File: src/sv/wcq_pkg.sv
// Package with the shared types, constants and grid helpers of the cell change qualifier.
package wcq_pkg;

  localparam int GRID_ROWS  = 8;
  localparam int GRID_COLS  = 8;
  localparam int WINDOW_LEN = 8;

  localparam int CELLS  = 64;
  localparam int POS_W  = $clog2(WINDOW_LEN);
  localparam int CNT_W  = $clog2(WINDOW_LEN + 1);
  localparam int THR_W  = 4;
  localparam int CMP_W  = (CNT_W > THR_W) ? CNT_W : THR_W;
  localparam int IDX_W  = 6;

  localparam logic [THR_W-1:0] THR_RESET = THR_W'(3);
  localparam logic [CNT_W-1:0] AGE_FULL  = CNT_W'(WINDOW_LEN);
  localparam logic [POS_W-1:0] POS_LAST  = POS_W'(WINDOW_LEN - 1);

  typedef struct packed {
    logic [63:0] sample_board;
    logic        log_moves;
  } in_word_t;

  typedef struct packed {
    logic        flip_valid;
    logic [2:0]  flip_row;
    logic [2:0]  flip_col;
    logic        new_value;
    logic        last_of_scan;
    logic [63:0] accepted_board;
  } out_word_t;

  function automatic logic [63:0] grid_mask();
    logic [63:0] m;
    m = '0;
    for (int r = 0; r < 8; r++) begin
      for (int c = 0; c < 8; c++) begin
        if (r < GRID_ROWS && c < GRID_COLS) begin
          m[r*8+c] = 1'b1;
        end
      end
    end
    return m;
  endfunction

  function automatic logic [63:0] reset_board();
    logic [63:0] m;
    m = '0;
    for (int r = 0; r < 8; r++) begin
      for (int c = 0; c < 8; c++) begin
        if (r < GRID_ROWS && c < GRID_COLS && (r <= 1 || r >= 6)) begin
          m[r*8+c] = 1'b1;
        end
      end
    end
    return m;
  endfunction

  localparam logic [63:0] GRID_MASK   = grid_mask();
  localparam logic [63:0] RESET_BOARD = reset_board();

endpackage

File: src/sv/wcq_ram.sv
// Generic single-write, single-read RAM with a registered read port.
module wcq_ram #(
  parameter int WIDTH = 8,
  parameter int DEPTH = 8
) (
  input  logic                     clk,
  input  logic                     we,
  input  logic [$clog2(DEPTH)-1:0] waddr,
  input  logic [WIDTH-1:0]         wdata,
  input  logic                     re,
  input  logic [$clog2(DEPTH)-1:0] raddr,
  output logic [WIDTH-1:0]         rdata
);

  logic [WIDTH-1:0] mem [DEPTH];

  always_ff @(posedge clk) begin
    if (we) begin
      mem[waddr] <= wdata;
    end
    if (re) begin
      rdata <= mem[raddr];
    end
  end

endmodule

File: src/sv/windowed_cell_change_qualifier_top.sv
// Top level of the windowed cell change qualifier for an 8x8 presence sensor grid.
//
// Each input word carries one raw scan of the grid and a logging flag. A cell's
// change flag is set when its raw bit differs from its accepted value; the last
// eight flags per cell sit in a window memory, and a per-cell count tracks them.
// When a count reaches the threshold, the accepted bit toggles and the cell's
// history is dropped. With logging on, one output word per flipped cell leaves
// in row-major order; otherwise one empty word carries the board.
// The user writes the threshold through the configuration channel only while
// idle; the block does not enforce this. An input word is read from the window
// memory in the cycle it is accepted and updated as it leaves the update stage.
// A new scan is accepted every cycle while the input is not stalled; a scan that
// flips N cells with logging on leaves as N words, one per cycle while the
// receiver does not stall. While the receiver stalls, the output word holds, one
// finished scan waits behind it, and a third scan waits in the update stage
// before the input is stalled. Reset restores the starting position (rows 0, 1,
// 6 and 7 occupied), clears all counts and the threshold becomes 3. The window
// memory needs no clearing pass after reset.
module windowed_cell_change_qualifier_top (
  input  logic                          clk,
  input  logic                          rst,
  input  logic                          cfg_valid,
  output logic                          cfg_ready,
  input  logic [wcq_pkg::THR_W-1:0]     cfg_data,
  input  logic                          in_valid,
  output logic                          in_stall,
  input  wcq_pkg::in_word_t             in_data,
  output logic                          out_valid,
  input  logic                          out_stall,
  output wcq_pkg::out_word_t            out_data
);

  logic [wcq_pkg::THR_W-1:0] threshold;
  logic [wcq_pkg::POS_W-1:0] pos;
  logic [63:0]               board;
  logic [wcq_pkg::CNT_W-1:0] cnt [wcq_pkg::CELLS];
  logic [wcq_pkg::CNT_W-1:0] age [wcq_pkg::CELLS];

  logic                      s1_valid;
  logic [63:0]               s1_sample;
  logic                      s1_log;
  logic [wcq_pkg::POS_W-1:0] s1_pos;

  logic        d_valid;
  logic [63:0] d_mask;
  logic [63:0] d_board;
  logic        d_log;

  logic [63:0]               rdata;
  logic [63:0]               chg;
  logic [63:0]               flip;
  logic [wcq_pkg::CNT_W-1:0] cnt_next [wcq_pkg::CELLS];
  logic [wcq_pkg::CNT_W-1:0] age_next [wcq_pkg::CELLS];

  logic                      in_go;
  logic                      s1_go;
  logic                      o_free;
  logic                      d_done;
  logic [63:0]               lowest;
  logic [63:0]               rest;
  logic [wcq_pkg::IDX_W-1:0] low_idx;
  logic                      evt_mode;
  wcq_pkg::out_word_t        result;

  assign cfg_ready = 1'b1;
  assign o_free    = !out_valid || !out_stall;
  assign evt_mode  = d_log && (d_mask != '0);
  assign lowest    = d_mask & (~d_mask + 64'd1);
  assign rest      = d_mask & ~lowest;
  assign d_done    = d_valid && o_free && (!evt_mode || (rest == '0));
  assign s1_go     = s1_valid && (!d_valid || d_done);
  assign in_stall  = s1_valid && !s1_go;
  assign in_go     = in_valid && !in_stall;

  wcq_ram #(
    .WIDTH(64),
    .DEPTH(wcq_pkg::WINDOW_LEN)
  ) u_window (
    .clk  (clk),
    .we   (s1_go),
    .waddr(s1_pos),
    .wdata(chg),
    .re   (in_go),
    .raddr(pos),
    .rdata(rdata)
  );

  always_comb begin
    logic                      prev;
    logic [wcq_pkg::CNT_W-1:0] upd;
    for (int b = 0; b < wcq_pkg::CELLS; b++) begin
      chg[b] = wcq_pkg::GRID_MASK[b] & (s1_sample[b] ^ board[b]);
      prev   = rdata[b] && (age[b] == wcq_pkg::AGE_FULL);
      if (chg[b] && !prev) begin
        upd = cnt[b] + wcq_pkg::CNT_W'(1);
      end else if (!chg[b] && prev && cnt[b] != '0) begin
        upd = cnt[b] - wcq_pkg::CNT_W'(1);
      end else begin
        upd = cnt[b];
      end
      flip[b] = wcq_pkg::GRID_MASK[b] &&
                (wcq_pkg::CMP_W'(upd) >= wcq_pkg::CMP_W'(threshold));
      cnt_next[b] = flip[b] ? '0 : upd;
      if (flip[b]) begin
        age_next[b] = '0;
      end else if (age[b] != wcq_pkg::AGE_FULL) begin
        age_next[b] = age[b] + wcq_pkg::CNT_W'(1);
      end else begin
        age_next[b] = age[b];
      end
    end
  end

  always_comb begin
    low_idx = '0;
    for (int b = 0; b < wcq_pkg::CELLS; b++) begin
      if (lowest[b]) begin
        low_idx = low_idx | wcq_pkg::IDX_W'(b);
      end
    end
    result = '0;
    result.accepted_board = d_board;
    if (evt_mode) begin
      result.flip_valid   = 1'b1;
      result.flip_row     = low_idx[5:3];
      result.flip_col     = low_idx[2:0];
      result.new_value    = d_board[low_idx];
      result.last_of_scan = (rest == '0);
    end else begin
      result.last_of_scan = 1'b1;
    end
  end

  always_ff @(posedge clk) begin
    if (rst) begin
      threshold <= wcq_pkg::THR_RESET;
      pos       <= '0;
      board     <= wcq_pkg::RESET_BOARD;
      s1_valid  <= 1'b0;
      d_valid   <= 1'b0;
      out_valid <= 1'b0;
      for (int b = 0; b < wcq_pkg::CELLS; b++) begin
        cnt[b] <= '0;
        age[b] <= '0;
      end
    end else begin
      if (cfg_valid && cfg_ready) begin
        threshold <= cfg_data;
      end
      if (in_go) begin
        pos <= (pos == wcq_pkg::POS_LAST) ? '0 : pos + wcq_pkg::POS_W'(1);
      end
      if (in_go) begin
        s1_valid <= 1'b1;
      end else if (s1_go) begin
        s1_valid <= 1'b0;
      end
      if (s1_go) begin
        board <= board ^ flip;
        for (int b = 0; b < wcq_pkg::CELLS; b++) begin
          cnt[b] <= cnt_next[b];
          age[b] <= age_next[b];
        end
      end
      if (s1_go) begin
        d_valid <= 1'b1;
      end else if (d_done) begin
        d_valid <= 1'b0;
      end
      if (o_free) begin
        out_valid <= d_valid;
      end
    end
  end

  always_ff @(posedge clk) begin
    if (in_go) begin
      s1_sample <= in_data.sample_board;
      s1_log    <= in_data.log_moves;
      s1_pos    <= pos;
    end
    if (s1_go) begin
      d_mask  <= flip;
      d_board <= board ^ flip;
      d_log   <= s1_log;
    end else if (d_valid && o_free && evt_mode) begin
      d_mask <= rest;
    end
    if (o_free && d_valid) begin
      out_data <= result;
    end
  end

endmodule

File: config.mk
export PLATFORM = sky130hd
export DESIGN_NAME = windowed_cell_change_qualifier_top
export DESIGN_NICKNAME = d
export VERILOG_FILES = /design/src/sv/wcq_pkg.sv /design/src/sv/wcq_ram.sv /design/src/sv/windowed_cell_change_qualifier_top.sv
export SDC_FILE = /design/constraint.sdc
export NUM_CORES = 2
export LEC_CHECK = 0
export BUFFER_PORTS_ARGS = -buffer_cell sky130_fd_sc_hd__buf_2
export CAP_MARGIN = 30
export CORE_MARGIN = 2
export CORE_UTILIZATION = 57
export DETAILED_ROUTE_END_ITERATION = 10
export GPL_TIMING_DRIVEN = 0
export PLACE_DENSITY = 0.76
export RECOVER_POWER = 50
export SKIP_CTS_REPAIR_TIMING = 1
export SLEW_MARGIN = 30
export SYNTH_ARGS = -nofsm -noshare
export SYNTH_HDL_FRONTEND = slang
export SYNTH_SLANG_ARGS = --single-unit
File: constraint.sdc
create_clock -name clk -period 9.9 [get_ports clk]
set_clock_uncertainty 0.1 [all_clocks]
set_input_delay 2.475 -clock clk [delete_from_list [all_inputs] [get_ports clk]]
set_output_delay 2.475 -clock clk [all_outputs]
set_load 0.03 [all_outputs]
==> results.cfg <==
[clock_tree]
clk_latency_ns = 0.83
cts_tree = built
numCtsBuffers = 152
cts_num_sinks = 1432
h-tree-depth = 4
clk_pin_slew_worst_paths_ns = 0.06
root_buffer = clkbuf_16
clockBufferDepth = 3

[sta]
hold_violations = 0
hold_ws_ns = 0.348
period_share = 0.860
fin_crit_ns = 8.51
slew_headroom = -1.36
setup_viol = 0
clock.fmax_ghz = 0.117
rsz0062_at_grt = no
slew_violations = 157
worst_pin_slew_ns = 3.52

[route]
wl_um = 205000
vias = 50741
firstDrtPassIters = 6
wl_per_cell_um = 25.2
avgViaCountPerCell = 6.24
initialDrtViolationCount = 5859
drcViolationCount = 0
postRouteAntennaNets = 0

[finish]
layout-drive-gt1-share = 0.104
nets = 6846
multiInputGateArea_um2 = 29700
regArea_um2 = 42300
fin_cells = 8129
nFillCells = 9480
mostFrequentLayoutCells = edfxtp_1 (1358), nor2_1 (661), ha_1 (514), xnor2_1 (392), inv_1 (362)
layout_commonest_cell = edfxtp_1
syn2layout_area_growth_pct = 12.3

[power]
ir_worst_vdd_mv = 0.194
power.density_nw_per_um2 = 203
p_leak_nw = 31.6

[yosys]
synth_area_um2 = 73900
synth.avg_cell_area_um2 = 12.6
synth_flop_cell = edfxtp_1
yosysWarnings = 0
ys_ff_latch = 1432
synth_edf_count = 1358
synth.area.top_cells = edfxtp_1 (55%), ha_1 (8.7%), xnor2_1 (4.6%), mux4_2 (3.9%), nor2_1 (3.4%)
synthArstFlopShare = 0
yosysTopAreaCellShare = 0.552
synth.yosys.seq_area_share = 0.572
syn_nets = 6436
synth_cell_type_count = 84
synth.largest_area_cell = edfxtp_1
netlist_instances = 5848

[floorplanning]
die_y_um = 364
die_area_um2 = 133000
io_pins = 150
start_util = 0.572
core_um2 = 129000
rows = 132
dieWidth_um = 364

[worst_setup_path]
arrival_ns = 8.91
cpPeakStageDelay_ns = 0.81
cp_max_fo = 10
slowest_stage = nor4b_4
crit_path_frequent_cell = buf_6
worstSetupStartpointType = register
crit_chain = clkbuf_1, nor4_1, nand3_2, nor4_4, a21boi_0, or4_1, nor4b_1, nand4_1, o211ai_1, nand2_1, clkbuf_1, buf_6, clkbuf_1, nor4b_4, buf_6, buf_6, buf_4, buf_6, buf_4
critical_path_class = register to register
crit_required_ns = 10.30
end_kind = register

[status]
violations = max-capacitance violations, max-slew violations
outcome = finished, violations left

[global_route]
overflow = 0
first_global_vias = 49606
grt_usage = 0.309
grt_pass1_wl_um = 304000
grt_antenna_before_repair = 17
grt_max_degree = 75

[placed_design]
gp_congestion = 1.00
placedCellCount = 7845
portBuffers = 147
hpwl_um = 143000

[flow_run]
max_cap_violations = 7

[hold_path]
hold_path_class = register to register
logic make-up after synthesis:
| logic type | count (synthesis) | synth area share |
|---|---|---|
| AOI/OAI and AO/OA | 821 | 0.0739 |
| adders and majority gates | 514 | 0.0870 |
| xor gates and xnor gates | 496 | 0.0588 |
| DFF | 1432 | 0.572 |
| and+or+nand+nor | 1839 | 0.127 |
| buffers and inverters | 513 | 0.0270 |
| other | 1 | 0.0000507 |
| muxes | 232 | 0.0543 |
per-layer routing:
| layer | vias to the layer above | routed length, um | track usage |
|---|---|---|---|
| met5 | - | 39 | 0 |
| met4 | 6 | 8830 | 0.129 |
| met3 | 480 | 22800 | 0.0670 |
| met2 | 2655 | 94100 | 0.487 |
| met1 | 25113 | 79100 | 0.416 |
| li1 | 22487 | - | - |
per-stage QoR:
stage / power [W] / utilization / instance area [um^2] / worst slack (ns) / TNS (ns)
after floorplan: 0.0100 / - / 73900 / 0.741 / 0
after global placement: 0.0109 / 0.595 / 76800 / -6.83 / -3839.94
after detailed placement: 0.0111 / 0.606 / 78200 / 2.96 / 0
after CTS: 0.0168 / 0.645 / 83200 / 2.25 / 0
after global routing: 0.0175 / 0.643 / 83000 / 0.980 / 0
final: 0.0169 / 0.643 / 83000 / 1.39 / 0
cell usage after synthesis, types with 97 or more instances:
cell type,n
edfxtp_1,1358
nor2_1,661
ha_1,514
xnor2_1,392
inv_1,367
nand2_1,282
a21oi_1,238
and3_1,168
and2_1,157
a21o_1,142
mux4_2,128
nand3_1,114
xor2_1,104
clkbuf_1,97
final timing paths:
path / start / to / slack, ns / depth (start not counted)
setup reg to reg: d_mask[0] / u_window.mem[1][58] / 1.39 / 19
hold reg to reg: d_board[18] / out_data[18] / 0.35 / 0
setup / recovery: d_mask[0] / u_window.mem[1][58] / 1.39 / 19
hold / removal: d_board[18] / out_data[18] / 0.35 / 0
cell type report:
| type | count | area share |
|---|---|---|
| inverters | 369 | 0.0171 |
| well taps | 1742 | 0.0263 |
| diodes | 3 | 0.0000904 |
| clock buffers | 195 | 0.0492 |
| clock inverters | 85 | 0.0113 |
| repair buffers | 256 | 0.0220 |
| plain buffers | 144 | 0.00734 |
| flip-flops and latches | 1432 | 0.509 |
| multi-input cells | 3903 | 0.358 |
power breakdown:
group | internal, W | switching [W] | leakage, nW
Combinational | 0.00127 | 0.00197 | 15.3
Sequential | 0.00734 | 0.000454 | 13.9
Clock | 0.00337 | 0.00245 | 2.43
registers in the layout, indices dropped and copies added, names as in the netlist:
register	flops
pos	3
threshold	4
d_log	1
out_data	73
board	64
d_mask	64
out_valid	1
d_valid	1
d_board	64
s1_sample	64
s1_log	1
cnt	256
u_window.rdata	64
s1_valid	1
age	256
u_window.mem	512
s1_pos	3
critical path, delay by kind of cell (launching register included):
| family | cells | cell delay, ns |
|---|---|---|
| DFF | 1 | 0.36 |
| AOI/OAI and AO/OA | 2 | 0.86 |
| buffers and inverters | 9 | 2.42 |
| and+or+nand+nor | 8 | 4.40 |
Note: power is estimated with default switching activity, not from simulation.
